[src/sv/ir_pulse_distance_encoder_top_assert.svh]
// ----------------------------------------------------------------------------
// IR pulse-distance encoder assertion macros
// Concurrent assertion wrappers, compiled out when ASSERT_OFF is defined.
// ----------------------------------------------------------------------------
`ifndef IR_PULSE_DISTANCE_ENCODER_TOP_ASSERT_SVH
`define IR_PULSE_DISTANCE_ENCODER_TOP_ASSERT_SVH

`ifndef ASSERT_OFF
`define IRPDE_ASSERT_IMPLY(label, clk, rst_n, ante, cons) \
	label: assert property (@(posedge clk) disable iff (!rst_n) (ante) |-> (cons)) \
	else $error("irpde assertion failed");
`define IRPDE_ASSERT_NEXT(label, clk, rst_n, ante, cons) \
	label: assert property (@(posedge clk) disable iff (!rst_n) (ante) |=> (cons)) \
	else $error("irpde assertion failed");
`else
`define IRPDE_ASSERT_IMPLY(label, clk, rst_n, ante, cons)
`define IRPDE_ASSERT_NEXT(label, clk, rst_n, ante, cons)
`endif

`endif

[src/sv/irpde_pkg.sv]
`timescale 1ns / 1ps
// ----------------------------------------------------------------------------
// IR pulse-distance encoder package
// Widths, register indexes, reset durations and segment slot numbers.
// ----------------------------------------------------------------------------
package irpde_pkg;

	localparam int DUR_W     = 16;
	localparam int BYTE_W    = 8;
	localparam int NUM_REGS  = 6;
	localparam int REG_IDX_W = 3;
	localparam int SEG_W     = 5;

	typedef logic [DUR_W-1:0]     dur_t;
	typedef logic [REG_IDX_W-1:0] reg_idx_t;
	typedef logic [SEG_W-1:0]     seg_t;

	typedef enum logic [REG_IDX_W-1:0] {
		REG_LEADER_MARK  = 3'd0,
		REG_LEADER_SPACE = 3'd1,
		REG_BIT_MARK     = 3'd2,
		REG_ZERO_SPACE   = 3'd3,
		REG_ONE_SPACE    = 3'd4,
		REG_STOP_MARK    = 3'd5
	} cfg_reg_t;

	localparam reg_idx_t REG_COUNT = reg_idx_t'(NUM_REGS);

	localparam dur_t REG_RESET [NUM_REGS] = '{
		16'd4500, 16'd4500, 16'd530, 16'd560, 16'd1690, 16'd560
	};

	// Segment slots of one byte: leader pair, eight mark/space pairs, stop.
	localparam seg_t SEG_LEADER_MARK  = 5'd0;
	localparam seg_t SEG_LEADER_SPACE = 5'd1;
	localparam seg_t SEG_BIT_FIRST    = 5'd2;
	localparam seg_t SEG_BIT_LAST     = 5'd17;
	localparam seg_t SEG_STOP         = 5'd18;

	localparam logic [2:0] BIT_MSB = 3'd7;

endpackage

[src/sv/irpde_if.sv]
`timescale 1ns / 1ps
// ----------------------------------------------------------------------------
// IR pulse-distance encoder channels
// Byte input, segment output and configuration write channels.
// ----------------------------------------------------------------------------
interface irpde_in_if;
	import irpde_pkg::*;
	logic              valid;
	logic              ready;
	logic [BYTE_W-1:0] data_byte;
	logic              first_byte;
	logic              last_byte;

	modport source (output valid, output data_byte, output first_byte, output last_byte,
		input ready);
	modport sink (input valid, input data_byte, input first_byte, input last_byte,
		output ready);
endinterface

interface irpde_out_if;
	import irpde_pkg::*;
	logic valid;
	logic ready;
	logic pin_level;
	dur_t duration_us;
	logic run_end;
	logic frame_end;

	modport source (output valid, output pin_level, output duration_us, output run_end,
		output frame_end, input ready);
	modport sink (input valid, input pin_level, input duration_us, input run_end,
		input frame_end, output ready);
endinterface

interface irpde_cfg_if;
	import irpde_pkg::*;
	logic     valid;
	logic     ready;
	reg_idx_t index;
	dur_t     wdata;

	modport source (output valid, output index, output wdata, input ready);
	modport sink (input valid, input index, input wdata, output ready);
endinterface

[src/sv/ir_pulse_distance_encoder_top.sv]
`timescale 1ns / 1ps
// ----------------------------------------------------------------------------
// IR pulse-distance encoder
// Expands each byte beat into NEC-style line segments (level and duration).
// ----------------------------------------------------------------------------
// Each accepted byte yields 16 segments, plus 2 for a leader when first_byte is
// set and 1 for a stop mark when last_byte is set, so 16 to 19 segment beats.
// One segment sequencer holds the current byte and steps one slot per cycle into
// the output register while that register is empty or its beat is being taken.
// The byte is first registered in the sequencer; its first segment is then
// loaded into the output register. The next byte is taken in the cycle that the
// current byte's final segment moves into the output register, so with no
// back-pressure and the next byte waiting, segments leave in an unbroken stream.
// Configuration writes are always accepted (ready is tied high); indexes 6 and 7 are dropped.
`include "ir_pulse_distance_encoder_top_assert.svh"

module ir_pulse_distance_encoder_top (
	input logic          clk,
	input logic          arst_n,
	irpde_in_if.sink     byte_in,
	irpde_out_if.source  seg_out,
	irpde_cfg_if.sink    cfg
);
	import irpde_pkg::*;

	// sequencer
	logic              busy_q;
	seg_t              seg_q;
	logic [BYTE_W-1:0] byte_s1;
	logic              last_s1;

	// duration registers
	dur_t dur_q [NUM_REGS];

	// output register
	logic out_valid_q;
	logic pin_level_q;
	dur_t duration_q;
	logic run_end_q;
	logic frame_end_q;

	seg_t       seg_end;
	logic       at_end;
	logic       advance;
	logic       in_accept;
	seg_t       bit_pos;
	logic [2:0] bit_idx;
	logic       bit_val;
	logic       seg_level;
	dur_t       seg_dur;
	logic       seg_frame_end;

	assign seg_end   = last_s1 ? SEG_STOP : SEG_BIT_LAST;
	assign at_end    = (seg_q == seg_end);
	assign advance   = busy_q && (!out_valid_q || seg_out.ready);
	assign in_accept = byte_in.valid && byte_in.ready;

	// Take a byte when idle, or as soon as the final segment of the current one is moved into the output register.
	assign byte_in.ready = !busy_q || (advance && at_end);
	assign cfg.ready     = 1'b1;

	assign bit_pos = seg_q - SEG_BIT_FIRST;
	assign bit_idx = bit_pos[3:1];
	assign bit_val = byte_s1[BIT_MSB - bit_idx];

	always_comb begin
		seg_level     = 1'b0;
		seg_dur       = dur_q[REG_BIT_MARK];
		seg_frame_end = 1'b0;
		priority if (seg_q == SEG_LEADER_MARK) begin
			seg_dur = dur_q[REG_LEADER_MARK];
		end else if (seg_q == SEG_LEADER_SPACE) begin
			seg_level = 1'b1;
			seg_dur   = dur_q[REG_LEADER_SPACE];
		end else if (seg_q == SEG_STOP) begin
			seg_dur       = dur_q[REG_STOP_MARK];
			seg_frame_end = 1'b1;
		end else if (bit_pos[0]) begin
			seg_level = 1'b1;
			seg_dur   = bit_val ? dur_q[REG_ONE_SPACE] : dur_q[REG_ZERO_SPACE];
		end else begin
			seg_dur = dur_q[REG_BIT_MARK];
		end
	end

	always_ff @(posedge clk or negedge arst_n) begin
		if (!arst_n) begin
			busy_q <= 1'b0;
			seg_q  <= SEG_LEADER_MARK;
		end else if (in_accept) begin
			busy_q <= 1'b1;
			seg_q  <= byte_in.first_byte ? SEG_LEADER_MARK : SEG_BIT_FIRST;
		end else if (advance) begin
			if (at_end) begin
				busy_q <= 1'b0;
			end else begin
				seg_q <= seg_q + 5'd1;
			end
		end
	end

	always_ff @(posedge clk) begin
		if (in_accept) begin
			byte_s1 <= byte_in.data_byte;
			last_s1 <= byte_in.last_byte;
		end
	end

	always_ff @(posedge clk or negedge arst_n) begin
		if (!arst_n) begin
			for (int i = 0; i < NUM_REGS; i++) begin
				dur_q[i] <= REG_RESET[i];
			end
		end else if (cfg.valid && cfg.ready && (cfg.index < REG_COUNT)) begin
			dur_q[cfg.index] <= cfg.wdata;
		end
	end

	always_ff @(posedge clk or negedge arst_n) begin
		if (!arst_n) begin
			out_valid_q <= 1'b0;
		end else if (advance) begin
			out_valid_q <= 1'b1;
		end else if (seg_out.ready) begin
			out_valid_q <= 1'b0;
		end
	end

	// Hold the segment beat until taken.
	always_ff @(posedge clk) begin
		if (advance) begin
			pin_level_q <= seg_level;
			duration_q  <= seg_dur;
			run_end_q   <= at_end;
			frame_end_q <= seg_frame_end;
		end
	end

	assign seg_out.valid       = out_valid_q;
	assign seg_out.pin_level   = pin_level_q;
	assign seg_out.duration_us = duration_q;
	assign seg_out.run_end     = run_end_q;
	assign seg_out.frame_end   = frame_end_q;

	`IRPDE_ASSERT_NEXT(a_accept_busy, clk, arst_n, in_accept, busy_q)
	`IRPDE_ASSERT_IMPLY(a_stop_closes_run, clk, arst_n,
		seg_out.valid && seg_out.frame_end, seg_out.run_end && !seg_out.pin_level)
	`IRPDE_ASSERT_NEXT(a_drain_idle, clk, arst_n,
		advance && at_end && !in_accept, !busy_q && out_valid_q && run_end_q)
	`IRPDE_ASSERT_IMPLY(a_seg_range, clk, arst_n, busy_q, seg_q <= seg_end)
	`IRPDE_ASSERT_IMPLY(a_ready_busy, clk, arst_n, byte_in.ready && busy_q, advance && at_end)

endmodule
[src/flat_wrapper.sv]
// flat-port wrapper written by rule: the top's interface ports become plain ports
module ir_pulse_distance_encoder_top_flat import irpde_pkg::*;
  (clk, arst_n, byte_in_valid, byte_in_data_byte, byte_in_first_byte, byte_in_last_byte, byte_in_ready, seg_out_valid, seg_out_pin_level, seg_out_duration_us, seg_out_run_end, seg_out_frame_end, seg_out_ready, cfg_valid, cfg_index, cfg_wdata, cfg_ready);
  irpde_in_if byte_in_i ();
  irpde_out_if seg_out_i ();
  irpde_cfg_if cfg_i ();
  input logic clk;
  input logic arst_n;
  input wire logic [$bits(byte_in_i.valid)-1:0] byte_in_valid;
  input wire logic [$bits(byte_in_i.data_byte)-1:0] byte_in_data_byte;
  input wire logic [$bits(byte_in_i.first_byte)-1:0] byte_in_first_byte;
  input wire logic [$bits(byte_in_i.last_byte)-1:0] byte_in_last_byte;
  output wire logic [$bits(byte_in_i.ready)-1:0] byte_in_ready;
  output wire logic [$bits(seg_out_i.valid)-1:0] seg_out_valid;
  output wire logic [$bits(seg_out_i.pin_level)-1:0] seg_out_pin_level;
  output wire logic [$bits(seg_out_i.duration_us)-1:0] seg_out_duration_us;
  output wire logic [$bits(seg_out_i.run_end)-1:0] seg_out_run_end;
  output wire logic [$bits(seg_out_i.frame_end)-1:0] seg_out_frame_end;
  input wire logic [$bits(seg_out_i.ready)-1:0] seg_out_ready;
  input wire logic [$bits(cfg_i.valid)-1:0] cfg_valid;
  input wire logic [$bits(cfg_i.index)-1:0] cfg_index;
  input wire logic [$bits(cfg_i.wdata)-1:0] cfg_wdata;
  output wire logic [$bits(cfg_i.ready)-1:0] cfg_ready;
  assign byte_in_i.valid = byte_in_valid;
  assign byte_in_i.data_byte = byte_in_data_byte;
  assign byte_in_i.first_byte = byte_in_first_byte;
  assign byte_in_i.last_byte = byte_in_last_byte;
  assign byte_in_ready = byte_in_i.ready;
  assign seg_out_valid = seg_out_i.valid;
  assign seg_out_pin_level = seg_out_i.pin_level;
  assign seg_out_duration_us = seg_out_i.duration_us;
  assign seg_out_run_end = seg_out_i.run_end;
  assign seg_out_frame_end = seg_out_i.frame_end;
  assign seg_out_i.ready = seg_out_ready;
  assign cfg_i.valid = cfg_valid;
  assign cfg_i.index = cfg_index;
  assign cfg_i.wdata = cfg_wdata;
  assign cfg_ready = cfg_i.ready;
  ir_pulse_distance_encoder_top u_core (.clk(clk), .arst_n(arst_n), .byte_in(byte_in_i), .seg_out(seg_out_i), .cfg(cfg_i));
endmodule
[config.mk]
export PLATFORM = sky130hd
export DESIGN_NAME = ir_pulse_distance_encoder_top_flat
export DESIGN_NICKNAME = d
export VERILOG_FILES = /design/src/sv/irpde_pkg.sv /design/src/sv/irpde_if.sv /design/src/sv/ir_pulse_distance_encoder_top.sv /design/src/flat_wrapper.sv
export VERILOG_INCLUDE_DIRS = /design/src /design/src/sv
export SDC_FILE = /design/constraint.sdc
export NUM_CORES = 1
export LEC_CHECK = 0
export ABC_AREA = 1
export BUFFER_PORTS_ARGS = -buffer_cell sky130_fd_sc_hd__buf_2
export CORE_MARGIN = 4
export CORE_UTILIZATION = 64
export DETAILED_ROUTE_END_ITERATION = 10
export GPL_TIMING_DRIVEN = 0
export PLACE_DENSITY = 0.84
export REMOVE_ABC_BUFFERS = 1
export SYNTH_ARGS = -nofsm -noshare
export SYNTH_HDL_FRONTEND = slang
export SYNTH_SLANG_ARGS = --single-unit
[constraint.sdc]
create_clock -name clk -period 5.35 [get_ports clk]
set_input_delay 0.8025 -clock clk [delete_from_list [all_inputs] [get_ports clk]]
set_output_delay 0.8025 -clock clk [all_outputs]
set_load 0.02 [all_outputs]
**Word level (Yosys, flattened, before mapping)**

Index checks and enable logic that the tools add are counted.

- Bits in registers: 131
- Latch bits: 0
- RAM bits: 0
- Memory bits (read-only): 0
- Input bits: 34
- Output and inout bits: 22
- Memories kept: 0

- $add $sub $neg: 3
- Multipliers: 0
- Divide/modulo/power cells: 0
- Order comparisons: 4
- Equal/unequal tests: 4
- Shift operators: 0
- Multiplexer cells: 24
- Bitwise logic cells: 1
- Reductions and logical operators: 16

Operator list:

| cell | number |
|---|---|
| bitwise mux 96 bit | 1 |
| two-way mux 16 bit | 6 |
| demux 16 bit (select 3 bit) | 1 |
| two-way mux 5 bit | 3 |
| two-way mux 1 bit | 10 |
| nonzero test 2 bit | 3 |
| adder 5 x 1 -> 5 bit (second input constant) | 1 |
| equality test 5 x 1 -> 1 bit (second input constant) | 1 |
| equality test 5 bit | 1 |
| equality test 5 bit (second input constant) | 1 |
| logical AND 1 bit | 5 |
| logical NOT 5 bit | 1 |
| greater-or-equal comparator 4 bit (second input constant) | 1 |
| less-than comparator 3 x 4 -> 1 bit (second input constant) | 1 |
| less-than comparator 4 x 1 -> 1 bit (second input constant) | 1 |
| two-way mux 2 bit | 2 |
| inverter 3 -> 4 bit | 1 |
| AND reduction 2 bit | 2 |
| subtractor 4 x 2 -> 4 bit (second input constant) | 1 |
| binary-select mux 1 bit (select 3 bit) | 1 |
| less-than comparator 3 bit (second input constant) | 1 |
| subtractor 3 bit (first input constant) | 1 |
| logical NOT 1 bit | 2 |
| logical OR 1 bit | 2 |
| other kinds (2) | 2 |

**Longest topological paths before layout**

Gate-level depths: netlist (run 1).

- Word-level depth: 9
- Gate-level depth with buffers: 16
- Mapped depth without buffers: 15

**Worst setup path before layout (run 1)**

Ideal clock, no wire load.

- Kind: input port to flip-flop
- From: in seg_out_ready
- To: reg u_core.seg_q[4]
- Setup time: 0.134 ns
- Data arrival time: 2.532 ns
- Path slack: 2.684 ns
- Stages on the path: 9
- Cell sequence: inv_1 -> nand2_1 -> inv_1 -> nor2_1 -> nand2_1 -> nor3_2 -> nand2_1 -> nor2_1 -> nor3b_2

- Cells in the longest elaborated chain, start to end: 7
- Elaborated cells between the ends (all ways): 9

Ends and longest elaborated chain:

| what | RTL line | text |
|---|---|---|
| from (decl) | flat_wrapper.sv:19 | `input wire logic [$bits(seg_out_i.ready)-1:0] seg_out_ready;` |
| logical OR 1 bit (*) | ir_pulse_distance_encoder_top.sv:55 | `assign advance = busy_q && (!out_valid_q \|\| seg_out.ready);` |
| logical AND 1 bit (*) | ir_pulse_distance_encoder_top.sv:55 |  |
| net u_core.advance | ir_pulse_distance_encoder_top.sv:44 | `logic advance;` |
| logical AND 1 bit | ir_pulse_distance_encoder_top.sv:59 | `assign byte_in.ready = !busy_q \|\| (advance && at_end);` |
| logical OR 1 bit | ir_pulse_distance_encoder_top.sv:59 |  |
| logical AND 1 bit | ir_pulse_distance_encoder_top.sv:56 | `assign in_accept = byte_in.valid && byte_in.ready;` |
| != test 2 bit (no line) / nonzero test 2 bit (equally long branches) | n/a |  |
| AND reduction 2 bit (no line) | n/a |  |
| to (signal assigned) | ir_pulse_distance_encoder_top.sv:92 | `seg_q <= byte_in.first_byte ? SEG_LEADER_MARK : SEG_BIT_FIRST;` |
| to (signal assigned) | ir_pulse_distance_encoder_top.sv:97 | `seg_q <= seg_q + 5'd1;` |
| to (decl) | ir_pulse_distance_encoder_top.sv:28 | `seg_t seg_q;` |

The timed path passes the listed nets; every way through them passes the cells marked *.
A chain may end at the register's enable or synchronous reset.

**Final worst setup path (run 1)**

- From: reg u_core.seg_q[0]
- To: reg u_core.duration_q[11] (netlist: u_core.seg_out.duration_us[11]), data pin

- Cells in the longest elaborated chain, start to end: 9
- Elaborated cells between the ends (all ways): 12

Ends and longest elaborated chain:

| what | RTL line | text |
|---|---|---|
| subtractor 4 x 2 -> 4 bit | ir_pulse_distance_encoder_top.sv:62 | `assign bit_pos = seg_q - SEG_BIT_FIRST;` |
| subtractor 3 bit | ir_pulse_distance_encoder_top.sv:64 | `assign bit_val = byte_s1[BIT_MSB - bit_idx];` |
| binary-select mux 1 bit (select 3 bit) | ir_pulse_distance_encoder_top.sv:64 |  |
| two-way mux 1 bit (not written as such) | ir_pulse_distance_encoder_top.sv:64 |  |
| two-way mux 16 bit | ir_pulse_distance_encoder_top.sv:80 | `seg_dur = bit_val ? dur_q[REG_ONE_SPACE] : dur_q[REG_ZERO_SPACE];` |
| two-way mux 16 bit | ir_pulse_distance_encoder_top.sv:78 | `end else if (bit_pos[0]) begin` |
| two-way mux 16 bit | ir_pulse_distance_encoder_top.sv:75 | `end else if (seg_q == SEG_STOP) begin` |
| two-way mux 16 bit | ir_pulse_distance_encoder_top.sv:72 | `end else if (seg_q == SEG_LEADER_SPACE) begin` |
| two-way mux 16 bit (*) | ir_pulse_distance_encoder_top.sv:70 | `priority if (seg_q == SEG_LEADER_MARK) begin` |
| net u_core.seg_dur[11] | ir_pulse_distance_encoder_top.sv:50 | `dur_t seg_dur;` |
| to (signal assigned) | ir_pulse_distance_encoder_top.sv:133 | `duration_q <= seg_dur;` |
| to (decl) | ir_pulse_distance_encoder_top.sv:38 | `dur_t duration_q;` |

The timed path passes the listed nets; every way through them passes the cells marked *. The select of a mux whose other input is x is not followed.

==> results by group, run 1 <==
Run status
  – Run status: finished, final reports clean

Final layout
  – Share of layout cells above drive strength 1: 18.3%
  – Design area: between 7000 and 8000 um2
  – Commonest non-fill, non-tap cell in the layout: nand2_1
  – Inserted Diodes: 0
  – Count of non-filler cells in the finished layout: 920
  – Most frequent cells in the layout: 275 x nand2_1, 114 x o21ai_0, 95 x inv_1, 78 x dfrtp_1, 53 x buf_2
  – Nets: around 820
  – Area growth syn-to-layout: 14.5%

Synth
  – Sequential share of the synthesized area: 56.2%
  – Synth top area share: between 30% and 40%
  – Yosys reg bits: about 130
  – Syn Inst Count: about 740
  – Post-Syn Area: about 6100 um2
  – Dominant cells by area after synthesis: dfrtp_1 32%, nand2_1 17%, edfxtp_1 14%, dfstp_2 11%, o21ai_0 9.3%
  – Netlist cell types: 29
  – Post-synth top area cell: dfrtp_1
  – Avg Cell Area, Syn: 8.35 um2
  – Synthesis warning total: 0

Timing
  – Skew final: a little under 0.009 ns
  – Worst slew pin tran: 1.36 ns
  – Post-route minimum period: approximately 4 ns
  – RSZ-0062 raised after global routing: false
  – Setup-failing EPs final: 0
  – Final slew viol count: 0
  – Total negative slack: 0 ns
  – Slew headroom: under 10%
  – Final hold vios: 0
  – Period utilisation layout: about three quarters
  – Hold_ws: about 0.22 ns
  – Fmax: around 0.25 GHz

Placed design
  – Post-DP HPWL: approximately 8200 um
  – GP Congestion: 0.798
  – I/O Buffers: 54
  – Placed cell area: approximately 6500 um2
  – Cells after DPL: 888

Route
  – DR vias: a little over 5000
  – Routed Antenna Nets: 0
  – Routed WL: around 15000 um
  – DR WL/cell: between 15 and 20 um
  – Initial drt markers: roughly 520
  – DRC viols: 0
  – DR pass1 iterations: 6
  – Vias per inst: roughly 5.5

Setup path
  – CP Class: reg -> reg
  – CP required: about 5.6 ns
  – Cell family with most CP delay: buffers and inverters
  – CP max stage delay: approximately 1.0 ns
  – Crit start category: register
  – Worst Path Buf+Inv: 2
  – CP max FO: 25
  – Crit-path most repeated cell: nand2_1
  – Critical-path top delay cell: dfrtp_1
  – Cell Chain, Critical Path: inv_2 -> ha_1 -> nand3_1 -> clkinv_1 -> nand2_1 -> nand2_1
  – Crit path arrival time: ~4.3 ns
  – CP endpoint kind: register

Floorplanning
  – Starting Density: 66.1%
  – Num rows: 35
  – DIE AREA: ~11000 um2
  – I/O pin cnt: between 50 and 60
  – Die Wd: 106 um
  – Die height: approximately 110 um
  – Core ar.: between 9000 and 10000 um2

Pwr
  – Switching share of power: roughly 40%
  – Switching power: between 1500 and 2000 uW
  – Leak Pwr: about 0.0036 uW
  – Maximum VDD drop: between 0.3 and 0.4 mV
  – PD cells: roughly 600 nW/um2
  – Power share of the clock group: between 20% and 30%
  – Seq pwr share: 36.1%
  – P_int: roughly 2500 uW
  – Combinational group share of total power: about 38%

Clocking
  – Post-CTS Setup Repair Bufs: 0
  – Post_cts resized: 0
  – CTS Buf Count: 17
  – Clock Pin Slew Worst Setup and Hold Paths: approximately 0.07 ns
  – CTS root buf: clkbuf_8
  – CTS tree: yes
  – Clock Latency Late Sink: 0.53 ns
  – Post-CTS Hold Fix Bufs: 0
  – H-tree Lvls: 4
  – Clock sinks: between 100 and 150
  – CTS Buffer Depth: 2

Global routing
  – Vias in the first global route: between 4000 and 5000
  – Maximum number of pins on one net before global-route repair: 73
  – First-pass GRT wire length: 23700 um
  – Initial antenna violation count: 0
  – GR Overflow Total: 0
  – Overall Global Routing Usage: between 20% and 30%

Hold path
  – Hold Path Class: in -> async

Run
  – Max-capacitance violation count: 0
kinds of logic (layout without fill, tap and decap cells):
kind of cell / Yosys count / in the layout / synth area share (%)
buffers and inverters: 133 / 189 / 8.64
AOI/OAI and AO/OA: 119 / 119 / 9.80
and+or+nand+nor: 345 / 345 / 24.1
adders and majority gates: 6 / 6 / 1.22
DFF: 131 / 131 / 56.2
other: 1 / 1 / 0.0611
power by group through the flow:
stage                     combinational [uW]  sequential, uW  clock, uW
after floorplan                         1020            1570          0
after global placement                  1450            1500          0
after detailed placement                1530            1510          0
after CTS                               1570            1500       1080
after global routing                    1770            1530       1140
final                                   1580            1500       1080
layout make-up:
cell class | count | area (um2)
fillers | 652 | 2250
well taps | 129 | 161
clock inverters | 12 | 96.3
inverters | 101 | 379
clock buffers | 20 | 467
flip-flops and latches | 131 | 3450
multi-input cells | 471 | 2160
repair buffers | 56 | 315
synthesized netlist by cell type:
cell type / count
a21oi_1: 3
buf_2: 1
buf_4: 5
buf_6: 1
clkbuf_1: 24
clkbuf_4: 1
clkinv_1: 1
conb_1: 1
dfrtp_1: 78
dfstp_2: 25
edfxtp_1: 28
ha_1: 6
inv_1: 95
inv_2: 5
nand2_1: 275
nand2_2: 11
nand2_4: 1
nand3_1: 37
nand3_2: 8
nand3_4: 2
nand4_1: 1
nor2_1: 6
nor2_2: 1
nor3_2: 1
nor3b_1: 1
nor3b_2: 1
o211ai_1: 1
o21ai_0: 114
o21ai_2: 1
through the flow:
step | utilization (%) | worst slack [ns] | total power, uW
3_3_place_gp | 69.1 | 1.55 | 2950
3_5_place_dp | 69.6 | 1.57 | 3040
4_1_cts | 75.7 | 1.49 | 4150
6_report | 75.7 | 1.36 | 4170
5_1_grt | 75.7 | 1.28 | 4440
2_1_floorplan | - | 2.68 | 2600
state kept, by name, summed over array words and instances, names as in the netlist:
signal / count
u_core.seg_q: 5
u_core.byte_s1: 8
u_core.seg_out.valid: 1
u_core.busy_q: 1
u_core.seg_out.frame_end: 1
u_core.seg_out.pin_level: 1
u_core.seg_out.run_end: 1
u_core.seg_out.duration_us: 16
u_core.last_s1: 1
u_core.dur_q: 96
worst reg2reg max path, cell delays in order (launching register included):
cell and delay, ns:
dfrtp_1 1.04, inv_2 0.48, ha_1 0.35, nand3_1 0.60, clkinv_1 0.91, nand2_1 0.25
nand2_1 0.10
path summary, 6_finish.rpt:
kind	to	slack (ns)	start	depth (start not counted)
hold / removal	u_core.dur_q[34]	0.22	arst_n	1
max in group asynchronous	u_core.dur_q[41]	4.40	arst_n	2
hold reg to reg	u_core.dur_q[65]	0.48	u_core.dur_q[65]	2
setup / recovery	u_core.seg_out.duration_us[11]	1.36	u_core.seg_q[0]	6
min in group clk	u_core.byte_s1[7]	0.45	byte_in_data_byte[7]	1
setup reg to reg	u_core.seg_out.duration_us[11]	1.36	u_core.seg_q[0]	6
layer usage:
layer | up-vias | GRT usage [%] | wire [um]
met5 | - | 0 | 0
met1 | 2422 | 34.6 | 5780
met3 | 18 | 7.16 | 1230
met4 | 0 | 9.34 | 147
li1 | 2384 | - | -
met2 | 267 | 45.9 | 7370
(Power assumes the default switching activity.)
==> run 2: changes to the inputs <==
- ABC_AREA: 1 -> 0
- CORE_UTILIZATION: 64 -> 59
- PLACE_DENSITY: 0.84 -> 0.78
- clock period: 5.35 -> 3.7 ns (I/O delays scaled with it)
==> run 2 against run 1 <==
Clock skew about the same. Non-clock buffer count up 4. Clock power up 49%. Maximum frequency up 17%. Flip-flop and latch count unchanged. First-iteration DRC count down 54%. Critical endpoint unchanged. Synthesized area down 3.0%.
==> results by group, run 2 <==
Setup path
  – CP endpoint kind: register
  – Cell family with most CP delay: compound AO/OA/AOI/OAI gates
  – FF-to-FF setup slack: 0.29 ns (-1.07 ns)
  – Worst Path Buf+Inv: 1 (-1)
  – Cell Chain, Critical Path: inv_1 -> ha_1 -> mux2_4 -> a21oi_2 -> o32ai_1 -> a21oi_1
  – Crit path arrival time: 3.76 ns (-0.49 ns)
  – CP required: 4.05 ns (-1.56 ns)
  – Critical-path top delay cell: dfrtp_1
  – CP Class: reg -> reg
  – CP max FO: 25 (unchanged)
  – CP max stage delay: 1.00 ns (-0.04 ns)
  – Crit start category: register

Placed design
  – Cells after DPL: 633 (-29%)
  – Post-DP HPWL: 7910 um (-3.4%)
  – I/O Buffers: 54 (unchanged)
  – GP Congestion: 0.779 (-2.4%)

Synth
  – Synth top area share: 32.8% (+0.98 points)
  – Sequential share of the synthesized area: 57.9% (+1.7 points)
  – Yosys reg bits: 131 (unchanged)
  – Post-synthesis async set-or-reset flop share: 78.6% (unchanged)
  – Post-synth EDFFs: 28 (unchanged)
  – Avg Cell Area, Syn: 12.7 um2 (+52%)
  – Most frequent cells after synthesis: 80 x mux2_2, 78 x dfrtp_1, 36 x a21oi_1
  – Post-Syn Area: 5960 um2 (-3.0%)
  – Synthesis warning total: 0 (unchanged)
  – Top-count cell post-synth: mux2_2
  – Post-synth top area cell: dfrtp_1
  – Syn Inst Count: 468 (-36%)
  – Most used DFF post-synth: dfrtp_1
  – Netlist cell types: 43 (+48%)
  – Dominant cells by area after synthesis: dfrtp_1 33%, mux2_2 15%, edfxtp_1 14%, dfstp_2 11%, a21oi_1 3.0%

Floorplanning
  – Core ar.: 9820 um2 (+5.8%)
  – Starting Density: 60.7% (-5.5 points)
  – Die height: 108 um (+2.4%)
  – I/O pin cnt: 56 (unchanged)
  – Die Wd: 108 um (+2.4%)
  – DIE AREA: 11800 um2 (+4.8%)
  – Num rows: 36 (+2.9%)

Timing
  – Fmax: 0.293 GHz (+17%)
  – Slew headroom: 27.4% (+18 points)
  – Post-route minimum period: 3.41 ns (-0.581 ns)
  – Skew final: 0.00912 ns (+0.000240 ns)
  – Final slew viol count: 0 (unchanged)
  – Final hold vios: 0 (unchanged)
  – RSZ-0062 raised after global routing: false
  – Hold_ws: 0.0747 ns (-0.148 ns)
  – Worst slew pin tran: 1.09 ns (-0.267 ns)
  – Period utilisation layout: 92.2% (+18 points)
  – Setup-failing EPs final: 0 (unchanged)

Route
  – DR vias: 4014 (-21%)
  – DR pass1 iterations: 4 (-2)
  – Routed Antenna Nets: 0 (unchanged)
  – Vias per inst: 6.04 (+9.1%)
  – DRC viols: 0 (unchanged)
  – Routed WL: 13200 um (-8.8%)
  – Initial drt markers: 238 (-54%)
  – DR WL/cell: 19.9 um (+26%)

Global routing
  – Maximum number of pins on one net before global-route repair: 54 (-26%)
  – First-pass GRT wire length: 21300 um (-10%)
  – Vias in the first global route: 4120 (-17%)
  – Initial antenna violation count: 0 (unchanged)
  – GR Overflow Total: 0 (unchanged)
  – Overall Global Routing Usage: 24.2% (-3.2 points)

Clocking
  – CTS Buf Count: 17 (unchanged)
  – CTS Buffer Depth: 2 (unchanged)
  – Post-CTS Hold Fix Bufs: 0 (unchanged)
  – Post-CTS Setup Repair Bufs: 0 (unchanged)
  – CTS tree: yes
  – Clock sinks: 131 (unchanged)
  – Clock Latency Late Sink: 0.53 ns (about the same)
  – CTS root buf: clkbuf_8
  – Clock Pin Slew Worst Setup and Hold Paths: 0.06 ns (about the same)
  – Post_cts resized: 0 (unchanged)
  – H-tree Lvls: 4 (unchanged)

Pwr
  – Leak Pwr: 0.00290 uW (-19%)
  – PD cells: 844 nW/um2 (+42%)
  – Maximum VDD drop: 0.467 mV (+44%)

Final layout
  – Count of non-filler cells in the finished layout: 665 (-28%)
  – Reg with most FFs: u_core.dur_q
  – Most frequent cells in the layout: 80 x mux2_2, 78 x dfrtp_1, 53 x buf_2, 35 x a21oi_1, 28 x edfxtp_1
  – Area growth syn-to-layout: 16.8%
  – Commonest non-fill, non-tap cell in the layout: mux2_2
  – Inserted Diodes: 0 (unchanged)
  – Share of layout cells above drive strength 1: 38.2% (+20 points)
  – Nets: 559 (-32%)
  – Max FFs per register: 96 (unchanged)

Hold path
  – Hold Path Class: in -> async

Run status
  – Run status: finished, final reports clean

Run
  – Max-capacitance violation count: 0 (unchanged)
run 2: cell types whose count changed in the layout (fill, tap and decap cells not counted), moves of 16 or more:
cell / delta
a211oi_1: +16
a21oi_1: +32
inv_1: -71
mux2_2: +80
mux2i_1: +16
nand2_1: -250
nand3_1: -32
o21ai_0: -94
o2bb2ai_1: +16
o32ai_1: +16
run 2: kinds of logic after synthesis:
| kind of cell | share of synthesized area [%] |
|---|---|
| fa+ha+maj | 1.26 |
| xor+xnor | 0.294 |
| other cells | 0.0630 |
| mux | 19.2 |
| buf+inv | 3.74 |
| simple gates | 5.02 |
| flops | 57.9 |
| compound gates | 12.5 |
run 2: area by class of cell:
class	instances	area (um2)
flip-flops and latches	131	3450
multi-input cells	285	2310
clock buffers	28	505
repair buffers	60	360
well taps	133	166
clock inverters	4	70.1
inverters	24	90.1
fillers	671	2870
run 2: through the flow:
step / TNS (ns) / instance area [um2] / setup slack (ns) / utilization (%) / total power, uW
4_1_cts: 0 / 6950 / 0.396 / 70.8 / 5880
2_1_floorplan: 0 / 5820 / 0.809 / - / 3590
3_3_place_gp: -10.44 / 6260 / -0.676 / 63.7 / 4120
6_report: 0 / 6950 / 0.290 / 70.8 / 5870
3_5_place_dp: 0 / 6380 / 0.438 / 65.0 / 4230
5_1_grt: 0 / 6950 / 0.167 / 70.8 / 6170
run 2: final timing paths:
check                                   from                              to  cells after the start
min reg2reg                 u_core.dur_q[35]                u_core.dur_q[35]                      1
max reg2reg                  u_core.seg_q[0]  u_core.seg_out.duration_us[11]                      6
max                          u_core.seg_q[0]  u_core.seg_out.duration_us[11]                      6
min                                   arst_n                u_core.dur_q[33]                      1
max in group asynchronous             arst_n                u_core.dur_q[84]                      2
min in group clk           byte_in_last_byte                  u_core.last_s1                      1
run 2: routing by layer:
| layer | wire, um | up-vias | GRT usage (%) |
|---|---|---|---|
| li1 | - | 1823 | - |
| met1 | 5560 | 2032 | 31.7 |
| met2 | 6660 | 145 | 38.1 |
| met3 | 858 | 14 | 6.93 |
| met4 | 163 | 0 | 9.74 |
| met5 | 0 | - | 0 |
run 2: worst register-to-register path, cell delays in order, from the launching register on:
cell	delay, ns
dfrtp_1	1.00
inv_1	0.25
ha_1	0.31
mux2_4	0.39
a21oi_2	0.85
o32ai_1	0.22
a21oi_1	0.22
run 2: power breakdown:
group          internal (uW)  switching (uW)  total [uW]
clock network           1050             565        1610
registers               1950             244        2200
logic                    836            1220        2060
==> run 3: changes to the inputs <==
- CORE_ASPECT_RATIO: unset -> 1.4
==> run 3 against run 2 <==
Non-clock buffer count is 1 higher. Sequential power hardly changed. Critical path depth stayed put. Maximum frequency is 3.1% lower. Routed wire length is 6.2% higher. Global-route usage is 1.6 points higher. Die area is 0.20% higher. Critical path type unchanged. Count of clock-buffer cells in the layout is 11 lower. Largest cell class unchanged. Clock skew is 0.0058 ns lower. Largest power group unchanged. Worst hold slack better by 0.046 ns.
==> results by group, run 3 (synthesized netlist as in run 2, its figures left out) <==
Final layout
  – Layout fillers: 687 (+2.4%)
  – Inserted Diodes: 0 (unchanged)
  – Share of layout cells above drive strength 1: 39.4% (+1.2 points)
  – Most frequent cells in the layout: 80 x mux2_2, 78 x dfrtp_1, 53 x buf_2, 35 x a21oi_1, 28 x edfxtp_1
  – Max FFs per register: 96 (unchanged)
  – Commonest non-fill, non-tap cell in the layout: mux2_2
  – Nets: 560 (+0.18%)
  – Reg with most FFs: u_core.dur_q
  – Area growth syn-to-layout: 18.2%

Clocking
  – H-tree Lvls: 4 (unchanged)
  – Post_cts resized: 0 (unchanged)
  – Clock sinks: 131 (unchanged)
  – CTS tree: yes
  – CTS root buf: clkbuf_16
  – Clock Latency Late Sink: 0.41 ns (-0.12 ns)
  – Clock Pin Slew Worst Setup and Hold Paths: 0.05 ns (about the same)
  – CTS Buf Count: 17 (unchanged)
  – Post-CTS Hold Fix Bufs: 0 (unchanged)
  – Post-CTS Setup Repair Bufs: 0 (unchanged)
  – CTS Buffer Depth: 2 (unchanged)

Global routing
  – Overall Global Routing Usage: 25.8% (+1.6 points)
  – Initial antenna violation count: 0 (unchanged)
  – Met1 usage: 31.8% (+0.18 points)
  – Vias in the first global route: 4424 (+7.4%)
  – Busiest grt layer: met2
  – First-pass GRT wire length: 23000 um (+8.0%)
  – GR Overflow Total: 0 (unchanged)
  – GR Util met3: 7.65% (+0.73 points)
  – GR Util met2: 42.4% (+4.3 points)
  – Maximum number of pins on one net before global-route repair: 66 (+22%)

Floorplanning
  – I/O pin cnt: 56 (unchanged)
  – Die height: 127 um (+17%)
  – Starting Density: 60.2% (-0.49 points)
  – Core ar.: 9900 um2 (+0.82%)
  – Num rows: 43 (+19%)
  – Die Wd: 92.9 um (-14%)
  – DIE AREA: 11800 um2 (+0.20%)

Pwr
  – Maximum VDD drop: 0.517 mV (+11%)
  – Total power: 6080 uW (+3.7%)
  – Leak Pwr: 0.00292 uW (+0.73%)
  – PD cells: 864 nW/um2 (+2.4%)

Route
  – Routed WL: 14100 um (+6.2%)
  – DR WL/cell: 21.1 um (+5.7%)
  – DRC viols: 0 (unchanged)
  – DR pass1 iterations: 6 (+2)
  – Routed Antenna Nets: 0 (unchanged)
  – DR vias: 4119 (+2.6%)
  – Vias per inst: 6.17 (+2.2%)
  – Initial drt markers: 316 (+33%)

Placed design
  – Post-DP HPWL: 8070 um (+2.0%)
  – GP Congestion: 0.813 (+4.3%)
  – I/O Buffers: 54 (unchanged)

Run status
  – Run status: finished, final reports clean

Timing
  – Skew final: 0.00331 ns (-0.00581 ns)
  – Fmax: 0.284 GHz (-3.1%)
  – Setup-failing EPs final: 0 (unchanged)
  – Period utilisation layout: 95.1% (+2.9 points)
  – Slew headroom: 21.3% (-6.1 points)
  – Post-route minimum period: 3.52 ns (+0.109 ns)
  – Hold_ws: 0.121 ns (+0.0459 ns)
  – RSZ-0062 raised after global routing: false
  – Final hold vios: 0 (unchanged)
  – Final slew viol count: 0 (unchanged)
  – Worst slew pin tran: 1.18 ns (+0.0902 ns)

Setup path
  – Worst Path Buf+Inv: 1 (unchanged)
  – CP required: 3.85 ns (-0.20 ns)
  – Crit path arrival time: 3.67 ns (-0.09 ns)
  – CP max stage delay: 1.03 ns (+0.03 ns)
  – Crit start category: register
  – Critical-path top delay cell: dfrtp_1
  – CP max FO: 25 (unchanged)
  – Cell Chain, Critical Path: ha_1 -> mux2_4 -> a21oi_2 -> buf_8 -> o32ai_1 -> a21oi_1
  – CP Class: reg -> reg
  – Cell family with most CP delay: flip-flops
  – CP endpoint kind: register

Hold path
  – Hold Path Class: in -> async

Run
  – Max-capacitance violation count: 0 (unchanged)
[run 3: cell types whose count changed in the layout (fill, tap and decap cells not counted), moves of 2 or more]
| cell | previous run | this run |
|---|---|---|
| clkbuf_1 | 6 | 0 |
| clkbuf_8 | 6 | 0 |
| buf_8 | 1 | 6 |
| clkinvlp_4 | 0 | 5 |
| buf_6 | 4 | 0 |
| bufinv_16 | 2 | 4 |
| clkinv_2 | 2 | 4 |
[run 3: worst register-to-register path: cells and delay by family, from the launching register on]
family | cells | cell delay, ns
AOI/OAI and AO/OA | 3 | 0.64
adders and majority gates | 1 | 0.90
buffers and inverters | 1 | 0.20
DFF | 1 | 1.03
muxes | 1 | 0.49
[run 3: report_power, final]
part | leakage, uW | switching [uW] | internal (uW)
registers | 0.00147 | 257 | 1950
clock network | 0.000288 | 615 | 1120
logic | 0.00116 | 1260 | 875
[run 3: metrics by stage]
| stage | setup TNS [ns] | setup slack [ns] | utilization (%) | cells | cell area [um2] |
|---|---|---|---|---|---|
| 2_1_floorplan | 0 | 0.809 | - | 440 | 5820 |
| 3_3_place_gp | -14.90 | -0.956 | 63.3 | 629 | 6260 |
| 3_5_place_dp | 0 | 0.330 | 64.8 | 636 | 6420 |
| 4_1_cts | 0 | 0.189 | 71.0 | 668 | 7030 |
| 5_1_grt | 0 | 0.114 | 71.1 | 668 | 7040 |
| 6_report | 0 | 0.181 | 71.1 | 668 | 7040 |
[run 3: path summary, 6_finish.rpt]
kind | from | endpoint | slack [ns] | cells after the start
max | u_core.seg_q[0] | u_core.seg_out.duration_us[0] | 0.18 | 6
min in group clk | byte_in_data_byte[5] | u_core.byte_s1[5] | 0.31 | 1
min | arst_n | u_core.dur_q[21] | 0.12 | 1
max reg2reg | u_core.seg_q[0] | u_core.seg_out.duration_us[0] | 0.18 | 6
max in group asynchronous | arst_n | u_core.dur_q[92] | 2.83 | 2
min reg2reg | u_core.dur_q[15] | u_core.dur_q[15] | 0.51 | 1
[run 3: layout make-up]
class	instances	area [um2]	area share, %
inverters	24	90.1	1.28
flip-flops and latches	131	3450	49.0
multi-input cells	285	2320	33.0
clock buffers	17	425	6.04
well taps	135	169	2.40
clock inverters	15	190	2.70
repair buffers	61	390	5.55
[run 3: routing by layer]
layer  vias to the layer above  part of all wire, %
met1                      2082                   40
li1                       1830                    -
met4                         0                  2.8
met2                       164                   51
met3                        43                  6.2
met5                         -                    0
